File: config.mk
export PLATFORM = sky130hd
export DESIGN_NAME = pci_front
export DESIGN_NICKNAME = d
export VERILOG_FILES = /design/src/pci_pkg.sv /design/src/pci_front.sv
export SDC_FILE = /design/constraint.sdc
export NUM_CORES = 1
export LEC_CHECK = 0
export BUFFER_PORTS_ARGS = -buffer_cell sky130_fd_sc_hd__buf_2
export CAP_MARGIN = 10
export CELL_PAD_IN_SITES_DETAIL_PLACEMENT = 1
export CELL_PAD_IN_SITES_GLOBAL_PLACEMENT = 2
export CORE_UTILIZATION = 38
export CTS_CLUSTER_SIZE = 25
export DETAILED_ROUTE_END_ITERATION = 16
export PLACE_DENSITY = 0.9
export SYNTH_ARGS = -nofsm -noshare
export SYNTH_HDL_FRONTEND = slang
export SYNTH_SLANG_ARGS = --single-unit
export TNS_END_PERCENT = 20
File: constraint.sdc
create_clock -name clk -period 5 [get_ports clk]
set_input_delay 1 -clock clk [delete_from_list [all_inputs] [get_ports clk]]
set_output_delay 1 -clock clk [all_outputs]
set_load 0.005 [all_outputs]
File: src/pci_pkg.sv
// shared types, codes and helpers for the path crossing interpolator
// no dependencies
`default_nettype none
package pci_pkg;

  typedef enum logic [1:0] {
    OP_APPEND = 2'd0,
    OP_CLEAR  = 2'd1,
    OP_QUERY  = 2'd2,
    OP_NONE   = 2'd3
  } op_t;

  typedef enum logic [2:0] {
    ST_OK    = 3'd0,
    ST_FULL  = 3'd1,
    ST_BELOW = 3'd2,
    ST_FEW   = 3'd3,
    ST_ZERO  = 3'd4
  } status_t;

  // quotient cap of the interpolation divide
  localparam int QW = 41;
  localparam logic [QW-1:0] QCAP = {1'b1, {(QW-1){1'b0}}};

  typedef struct packed {
    op_t                op;
    logic signed [31:0] point_position;
    logic signed [31:0] point_time;
    logic signed [31:0] point_velocity;
    logic signed [31:0] query_position;
  } item_t;

  // request to the multiply-divide unit: a * b / d, all magnitudes
  typedef struct packed {
    logic        start;
    logic [32:0] a;
    logic [32:0] b;
    logic [32:0] d;
  } md_req_t;

  typedef struct packed {
    logic          done;
    logic [QW-1:0] quo;
  } md_rsp_t;

  typedef enum logic [1:0] {
    U_IDLE,
    U_MUL,
    U_DIV
  } md_state_t;

  typedef enum logic [3:0] {
    B_IDLE,
    B_SCAN0,
    B_SCAN,
    B_UDIV,
    B_FA,
    B_FB,
    B_FC,
    B_TDIV,
    B_VDIV
  } back_state_t;

  // magnitude of a 33-bit signed value
  function automatic logic [32:0] mag33(input logic signed [32:0] v);
    mag33 = v[32] ? 33'(-v) : 33'(v);
  endfunction

  // base plus or minus the capped quotient, saturated to 32 bits
  function automatic logic signed [31:0] combine(input logic signed [31:0] base,
                                                 input logic [QW-1:0] qm,
                                                 input logic neg);
    logic signed [QW+1:0] b_ext;
    logic signed [QW+1:0] q_ext;
    logic signed [QW+1:0] r;
    b_ext = (QW+2)'(base);
    q_ext = signed'({2'b00, qm});
    r = neg ? b_ext - q_ext : b_ext + q_ext;
    if (r > (QW+2)'(64'sd2147483647)) combine = 32'sh7fffffff;
    else if (r < (QW+2)'(-64'sd2147483648)) combine = 32'sh80000000;
    else combine = r[31:0];
  endfunction

endpackage
`default_nettype wire

File: src/pci_front.sv
// front end: accepts requests and queues them for the back end
// depends on pci_pkg
`default_nettype none
module pci_front (
  input  wire                   clk,
  input  wire                   rst,
  input  wire                   start,
  input  wire pci_pkg::item_t   in_item,
  output logic                  busy,
  output logic                  head_valid,
  output pci_pkg::item_t        head,
  input  wire                   pop
);

  pci_pkg::item_t entries [2];
  logic       wr_ptr;
  logic       rd_ptr;
  logic [1:0] count;
  logic       push;

  assign busy       = (count == 2'd2);
  assign push       = start && !busy;
  assign head_valid = (count != 2'd0);
  assign head       = entries[rd_ptr];

  // two-entry request queue
  always_ff @(posedge clk) begin
    if (rst) begin
      wr_ptr <= 1'b0;
      rd_ptr <= 1'b0;
      count  <= 2'd0;
    end else begin
      if (push) wr_ptr <= !wr_ptr;
      if (pop && head_valid) rd_ptr <= !rd_ptr;
      count <= count + 2'(push) - 2'(pop && head_valid);
    end
    if (push) entries[wr_ptr] <= in_item;
  end

endmodule
`default_nettype wire

==> results of run 1 <==
power by group through the flow:
stage | registers (mW) | logic (mW) | clock network [mW]
final | 2.85 | 1.18 | 1.92
after global routing | 2.88 | 1.29 | 2.06
after CTS | 2.86 | 1.22 | 1.97
after detailed placement | 2.91 | 1.21 | 0
after global placement | 2.89 | 1.19 | 0
after floorplan | 2.88 | 0.747 | 0
critical path, cell delays in order (launching register included):
cell and delay [ns]:
dfxtp_4 0.65, buf_12 0.43, mux2_2 0.42, buf_2 0.14
state kept, by name, indices dropped and copies added (netlist names), named ones only:
signal and cells:
count 2, entries 260, wr_ptr 1, rd_ptr 1
cell type report:
type,count,area share [%]
Sequential cell,265,64.92
Multi-Input combinational cell,147,13.02
Clock buffer,41,6.654
Antenna cell,3,0.06161
Clock inverter,11,0.4313
Timing Repair Buffer,269,11.44
Tap cell,324,3.327
Inverter,4,0.1438
logic make-up after synthesis:
| kind of cell | share of synthesized area, % |
|---|---|
| xor gates and xnor gates | 0.2726 |
| muxes | 15.19 |
| AOI/OAI and AO/OA | 0.1817 |
| DFF | 82.04 |
| buffers and inverters | 1.558 |
| adders and majority gates | 0.2596 |
| and+or+nand+nor | 0.5064 |
layer usage:
layer  up-vias  wire length (um)
met5         -                 8
met4         2               585
met3        38              1510
met2       186              9980
met1      2481              7672
li1       2293                 -
how the worst min path moves through the flow:
stage | endpoint | slack [ns] | cells past startpoint
floorplan | wr_ptr$_SDFFE_PP0N_ | 0.45 | 2
global placement | rd_ptr$_SDFFE_PP0P_ | 0.50 | 2
detailed placement | flip-flop | 0.52 | 2
CTS | flip-flop | 0.54 | 2
global route | flip-flop | 0.55 | 2
finish | flip-flop | 0.53 | 2
layout by cell type, fill, tap and decap left out, types with 3 or more instances in the layout:
cell / instances
clkbuf_8: 4
clkinv_1: 4
nor2_1: 3
inv_1: 3
clkinv_2: 6
clkbuf_1: 8
dfxtp_1: 4
buf_2: 265
mux2_2: 130
diode_2: 3
clkbuf_16: 29
edfxtp_1: 260
buf_12: 3
through the flow:
| stage | std cells | cell area (um^2) | utilization [%] | hold slack (ns) |
|---|---|---|---|---|
| after CTS | 1061 | 12180 | 49.49 | 0.5404 |
| after global placement | 1009 | 11310 | 45.99 | 0.4959 |
| final | 1064 | 12190 | 49.52 | 0.5321 |
| after floorplan | 430 | 9639 | - | 0.4518 |
| after detailed placement | 1009 | 11310 | 45.99 | 0.5225 |
| after global routing | 1063 | 12180 | 49.51 | 0.5520 |
==> results.toml, run 1 <==
[outcome]
status = "complete, no violations"

[grt]
met3_usage_pct = 4.956
grt_use_total_pct = 14.96
first_global_vias = 5322
grt_pass1_wl_um = 29790
grt_overflow = 0
antenna_found_initial = 5
grt_max_degree = 98
grt_busiest_layer = "met2"
met1_usage_pct = 17.77
gr-usage-met2_pct = 25.57

[pwr]
p_leak_nw = 4.528
p_clk_share_pct = 32.2
vdd.ir_drop.worst_uv = 400.1
p_per_area_mw_per_mm2 = 488.6
intPower_mw = 4.482
total_power_mw = 5.954
p_switching_mw = 1.472
seq_power_share_pct = 48.0
p_sw_share_pct = 24.73
p_comb_share_pct = 19.9

[worst_setup_path]
path_max_fanout = 97
rrSetupSlack_ns = 2.56
cp.arrival_ns = 2.32
reg2regPathDepth = 5
cp-end-kind = "output port"
worstSetupEndpoint = "head[69]"
rr_endpoint = "entries[0][5]$_DFFE_PP_"
timing.rr.start = "count[0]$_SDFF_PP0_"
start_kind = "flip-flop"
crit_required_ns = 4.00
worstSetupPathType = "reg -> out"

[floorplanning]
die_h_um = 161.3
coreArea_mm2 = 0.02460
fp.dieW_um = 161.3
placementRows = 57
io-pin-count = 266
die-area_mm2 = 0.02601
start_util_pct = 39.18

[sta]
layout_setup_ws_ns = 1.682
worst_pin_slew_ns = 0.7766
fin_crit_sh_pct = 66.36
skew_ns = 0.005006
max_slew_margin_pct = 48.23
tns_ns = 0
post-route-min-period_ns = 3.318
max_freq_mhz = 301.4
finalHoldViolCount = 0
maxSlewViolCount = 0
setup_viol = 0
grt_setup_unrepaired = "false"

[run]
maxCapViolCount = 0

[clock_tree]
post_cts_buffers = 0
ctsHtreeMaxLevel = 1
clock_path_buffers = 3
cts_inserted_buffers = 28
clock_sinks = 265
cts-root-buf = "clkbuf_16"
postCtsHoldBufs = 0
cts_resized = 0
insertion_delay_ns = 0.53
clk_pin_slew_worst_paths_ns = 0.06
cts_tree = "built"

[synth]
synthCells = 430
ys.flop_type = "edfxtp_1"
synth_edf_count = 260
avgSynthCellArea_um2 = 22.42
synth_area_leaders = "edfxtp_1 81%, mux2_2 15%, buf_6 1.2%"
synth_nets = 566
yosysSeqAreaShare_pct = 82.04
ys_ff_latch = 265
netlist-cell-type-count = 20
ys_top_cells_by_count = "260 x edfxtp_1, 130 x mux2_2, 10 x buf_6"
synth_top_cell_area_share_pct = 81.00
synth-async-reset-ratio_pct = 0
yosysMostFrequentCell = "edfxtp_1"
netlist_area_mm2 = 0.009639
synth_top_cell_by_area = "edfxtp_1"
yosys_warnings = 0

[cells_and_area]
num-nets-final = 851
multi_input_area_mm2 = 0.001587
drive_gt1_share_pct = 60.24
fillers = 2390
syn_to_final_growth_pct = 26.41
regArea_mm2 = 0.007911

[detailed_routing]
antenna_left = 0
first_iter_violations = 183
drt-total-wl_um = 19760
vias = 5000
drc = 0
drt-pass1-iter-count = 4
vias_per_cell = 4.699
routedWlPerCell_um = 18.57

[placement]
port_buffers = 265
gp_congestion = 0.7079
dpl.hpwl_um = 12890
dp_worst_setup_slack_ns = 1.934

[min_path]
min_path_type = "reg -> reg"
hp-start = "rd_ptr$_SDFFE_PP0P_"
No activity file was read; power rests on OpenSTA's default activity.
==> run 2, diff against run 1 <==
- CORE_UTILIZATION: 38 -> 34
- PLACE_DENSITY: 0.9 -> 0.86
- clock period: 5 -> 2.9 ns (I/O delays scaled with it)
==> run 2 against run 1 <==
  * Flip-flop and latch count unchanged
  * Non-clock buffer count up 3
  * Via count shrank 0.26%
  * Cell count is 5.3% higher
  * Clock skew up 0.0079 ns
  * Design area rose by 0.84%
  * Worst hold slack worse by 0.30 ns
  * Sequential share of layout area shrank 0.54 points
  * Global-route usage is 1.5 points lower
  * Routed wire length increased by 1.6%
==> results.toml, run 2 (synthesis results as in run 1) <==
[outcome]
status = "complete, no violations"

[sta]
fin_crit_sh_pct = 85.81
max_slew_margin_pct = 70.04
grt_setup_unrepaired = "false"
layout_setup_ws_ns = 0.4116
setup_viol = 0
post-route-min-period_ns = 2.488
max_freq_mhz = 401.9
finalHoldViolCount = 0
maxSlewViolCount = 0
worst_pin_slew_ns = 0.4494
skew_ns = 0.01292

[grt]
gr-usage-met2_pct = 24.20
grt_overflow = 0
first_global_vias = 5363
grt_max_degree = 73
grt_pass1_wl_um = 29850
antenna_found_initial = 8
grt_busiest_layer = "met2"
met3_usage_pct = 5.070
grt_use_total_pct = 13.46
met1_usage_pct = 14.96

[floorplanning]
start_util_pct = 34.60
coreArea_mm2 = 0.02786
placementRows = 61
io-pin-count = 266
die-area_mm2 = 0.02903
fp.dieW_um = 170.4
die_h_um = 170.4

[placement]
dpl.hpwl_um = 13490
port_buffers = 265
dp_worst_setup_slack_ns = 0.6825
gp_congestion = 0.6960

[clock_tree]
insertion_delay_ns = 0.53
cts-root-buf = "clkbuf_16"
clock_path_buffers = 3
clk_pin_slew_worst_paths_ns = 0.06
postCtsHoldBufs = 0
cts_inserted_buffers = 28
cts_resized = 0
post_cts_buffers = 0
cts_tree = "built"
clock_sinks = 265
ctsHtreeMaxLevel = 1

[cells_and_area]
regArea_mm2 = 0.007911
syn_to_final_growth_pct = 27.48
top_register = "entries"
fillers = 2736
num-nets-final = 854
drive_gt1_share_pct = 60.54
post-route-util_pct = 44.11
final_common_cell = "buf_2"
most-common-layout-cells = "265 x buf_2, 260 x edfxtp_1, 130 x mux2_2"
largest_register_ff_count = 260
multi_input_area_mm2 = 0.001587
reg_top3 = "entries x260, count x2"

[min_path]
hp-start = "in_item[10]"
min_delay_path_depth = 1
min_path_type = "in -> reg"
holdPathEnd = "entries[1][10]$_DFFE_PP_"

[pwr]
p_sw_share_pct = 25.17
intPower_mw = 7.663
seq_power_share_pct = 47.6
p_per_area_mw_per_mm2 = 833.4
p_clk_share_pct = 31.6
p_leak_nw = 4.535
p_switching_mw = 2.578
vdd.ir_drop.worst_uv = 451.1
p_comb_share_pct = 20.8

[run]
maxCapViolCount = 0

[worst_setup_path]
critical_path.slowest_cell = "dfxtp_4"
cp.arrival_ns = 1.91
path_max_fanout = 61
slowest_delay_ns = 0.47
reg2regPathDepth = 5
timing.rr.start = "count[0]$_SDFF_PP0_"
crit_required_ns = 2.32
rr_endpoint = "entries[0][12]$_DFFE_PP_"
cp-end-kind = "output port"
start_kind = "flip-flop"
cp_cell_sequence = "buf_12, mux2_2, buf_2"
rrSetupSlack_ns = 0.92
worstSetupPathType = "reg -> out"

[detailed_routing]
vias = 4987
drc = 0
first_iter_violations = 223
antenna_left = 0
vias_per_cell = 4.453
drt-total-wl_um = 20070
drt-pass1-iter-count = 4
routedWlPerCell_um = 17.92
-- run 2: metrics by stage --
stage | TNS (ns) | instance area, um^2 | power (mW) | instances | hold slack, ns
2_1_floorplan | -140.13 | 9641 | 6.234 | 430 | 0.4515
3_3_place_gp | 0 | 11440 | 7.085 | 1066 | 0.4868
3_5_place_dp | 0 | 11440 | 7.151 | 1066 | 0.5298
4_1_cts | 0 | 12280 | 10.44 | 1118 | 0.2042
5_1_grt | 0 | 12280 | 10.72 | 1118 | 0.2115
6_report | 0 | 12290 | 10.24 | 1120 | 0.2344
-- run 2: worst max path at each step --
stage / start / end / slack, ns / depth (start not counted)
final: flip-flop / head[35] / 0.41 / 3
after global routing: flip-flop / head[85] / 0.31 / 3
after CTS: flip-flop / head[94] / 0.35 / 3
after detailed placement: start / entries[0][42]$_DFFE_PP_ / 0.68 / 5
after global placement: start / entries[0][119]$_DFFE_PP_ / 0.74 / 5
after floorplan: start / entries[0][0]$_DFFE_PP_ / -1.08 / 3
-- run 2: worst max-delay path: cells and delay by family (launching register included) --
| kind | cells | cell delay (ns) |
|---|---|---|
| mux | 1 | 0.38 |
| buf+inv | 2 | 0.45 |
| flops | 1 | 0.47 |
-- run 2: power groups by stage --
stage | logic, mW | registers, mW | clock network [mW]
after floorplan | 1.29 | 4.95 | 0
after global placement | 2.16 | 4.93 | 0
after detailed placement | 2.19 | 4.96 | 0
after CTS | 2.20 | 4.88 | 3.35
after global routing | 2.33 | 4.92 | 3.47
final | 2.13 | 4.87 | 3.23
-- run 2: metal layers --
layer	wire, um	vias up
met1	7529	2462
met3	1867	42
met2	10210	178
met5	80	-
met4	385	12
li1	-	2293
-- run 2: cell type report --
cell class,count,share of cell area (%)
sequential,265,64.38
multi-input combinational,147,12.91
timing repair buffer,272,11.83
clock buffer,36,6.120
tap,378,3.849
clock inverter,16,0.7026
inverter,4,0.1629
antenna,2,0.04073
==> run 3, diff against run 2 <==
--- a/config.mk
+++ b/config.mk
@@ -11,6 +11,6 @@
 export CELL_PAD_IN_SITES_GLOBAL_PLACEMENT = 2
-export CORE_UTILIZATION = 34
+export CORE_UTILIZATION = 41
 export CTS_CLUSTER_SIZE = 25
 export DETAILED_ROUTE_END_ITERATION = 16
-export PLACE_DENSITY = 0.86
+export PLACE_DENSITY = 0.95
 export SYNTH_ARGS = -nofsm -noshare
==> constraint.sdc (replaced) <==
create_clock -name clk -period 3.1 [get_ports clk]
set_input_delay 0.31 -clock clk [delete_from_list [all_inputs] [get_ports clk]]
set_output_delay 0.31 -clock clk [all_outputs]
set_load 0.005 [all_outputs]
==> run 3 against run 2 <==
  * Cell count up 5.4%
  * Global-route usage up 6.7 points
  * Routed wire length up 21%
  * Setup slack better by 0.27 ns
  * Sequential share of layout area down 5.4 points
  * Design area up 9.2%
  * Register-to-register slack better by 0.12 ns
  * Largest power group unchanged
  * Highest routed layer is now met4
==> results.toml, run 3 (synthesis results as in run 1) <==
[pwr]
p_per_area_mw_per_mm2 = 726.5
vdd.ir_drop.worst_uv = 525.2
p_leak_nw = 5.054
total_power_mw = 9.749

[outcome]
status = "complete, no violations"

[placement]
port_buffers = 265
gp_congestion = 0.7153
dpl.hpwl_um = 13450

[worst_setup_path]
crit_required_ns = 2.79
cp_cell_sequence = "buf_4, mux2_2, buf_2"
slowest_delay_ns = 0.62
cp.arrival_ns = 2.11
start_kind = "flip-flop"
rrSetupSlack_ns = 1.04
cp-end-kind = "output port"
critical_path.slowest_cell = "buf_4"
path_max_fanout = 60
worstSetupPathType = "reg -> out"

[sta]
max_slew_margin_pct = 46.76
skew_ns = 0.01702
finalHoldViolCount = 0
post-route-min-period_ns = 2.418
worst_pin_slew_ns = 0.7986
grt_setup_unrepaired = "false"
max_freq_mhz = 413.6
maxSlewViolCount = 0
fin_crit_sh_pct = 78.00
setup_viol = 0

[clock_tree]
clock_path_buffers = 3
clock_sinks = 265
cts_inserted_buffers = 27
cts_tree = "built"
cts-root-buf = "clkbuf_16"
insertion_delay_ns = 0.53
ctsHtreeMaxLevel = 1
clk_pin_slew_worst_paths_ns = 0.06

[grt]
grt_use_total_pct = 20.14
grt_overflow = 0
grt_pass1_wl_um = 36700
grt_max_degree = 131
antenna_found_initial = 0
first_global_vias = 6419

[detailed_routing]
vias = 5561
drt-total-wl_um = 24330
drt-pass1-iter-count = 4
drc = 0
vias_per_cell = 4.713
antenna_left = 0
routedWlPerCell_um = 20.62
first_iter_violations = 274

[cells_and_area]
largest_register_ff_count = 260
syn_to_final_growth_pct = 39.21
most-common-layout-cells = "265 x buf_2, 260 x edfxtp_1, 130 x mux2_2, 130 x dlygate4sd3_1, 27 x clkbuf_16"
reg_top3 = "entries x260, count x2"
fillers = 2123
regArea_mm2 = 0.007911
top_register = "entries"
multi_input_area_mm2 = 0.001587
drive_gt1_share_pct = 50.98
antenna_cells = 0
final_common_cell = "buf_2"
num-nets-final = 982
post-route-util_pct = 58.73

[min_path]
min_path_type = "in -> reg"

[floorplanning]
fp.dieW_um = 155.3
placementRows = 55
io-pin-count = 266
die_h_um = 155.3
coreArea_mm2 = 0.02285
die-area_mm2 = 0.02413
start_util_pct = 42.19

[run]
maxCapViolCount = 0
## run 3: cell count changes in the layout (fill, tap and decap cells not counted), moves of 2 or more
| cell | before | now |
|---|---|---|
| buf_12 | 6 | 3 |
| buf_4 | 1 | 3 |
| clkbuf_16 | 29 | 27 |
| clkinv_1 | 4 | 8 |
| clkinvlp_4 | 3 | 0 |
| diode_2 | 2 | 0 |
| dlygate4sd3_1 | 0 | 130 |
## run 3: layout make-up
cell class / count / area share, %
Clock buffer: 33 / 5.203
Clock inverter: 17 / 0.7739
Inverter: 4 / 0.1305
Multi-Input combinational cell: 147 / 11.82
Sequential cell: 265 / 58.96
Tap cell: 313 / 2.918
Timing Repair Buffer: 401 / 20.20
## run 3: routing by layer
layer / track usage (%) / vias to the layer above / wire [um]
met5: 0 / - / 0
met4: 5.649 / 0 / 508
met3: 4.540 / 39 / 1495
met2: 38.97 / 205 / 13540
met1: 21.75 / 2780 / 8788
li1: - / 2537 / -
## run 3: worst paths after layout
| check | startpoint | endpoint | cells after the start |
|---|---|---|---|
| setup / recovery | flip-flop | head[89] | 3 |
| hold reg to reg | rd_ptr$_SDFFE_PP0P_ | flip-flop | 2 |
| setup reg to reg | count[0]$_SDFF_PP0_ | entries[0][107]$_DFFE_PP_ | 5 |
| hold / removal | in_item[123] | entries[0][123]$_DFFE_PP_ | 1 |
## run 3: where the power goes
| group | internal, mW | switching, mW |
|---|---|---|
| logic | 1.10 | 1.09 |
| clock network | 1.68 | 1.32 |
| registers | 4.45 | 0.118 |
## run 3: per-stage QoR
stage | area [um^2] | worst slack, ns | std cells | hold slack, ns | setup TNS [ns]
after floorplan | 9641 | -0.7578 | 430 | 0.3791 | -98.51
after CTS | 13420 | 0.6455 | 1180 | 0.001031 | 0
final | 13420 | 0.6819 | 1180 | 0.02019 | 0
after global placement | 11320 | 1.125 | 1000 | 0.4816 | 0
after detailed placement | 11320 | 1.078 | 1000 | 0.5013 | 0
after global routing | 13420 | 0.5566 | 1180 | 0.01406 | 0
## run 3: critical path, delay by kind of cell, from the launching register on
family   cells  cell delay [ns]
mux          1             0.42
flops        1             0.36
buf+inv      2             0.76
## run 3: what timing repair did
| action | 4_1_cts | 5_1_grt |
|---|---|---|
| hold endpoints to repair | 258 | 0 |
| buffers inserted | 0 | 0 |
| hold buffers | 130 | 0 |
| resized for setup | 0 | 0 |
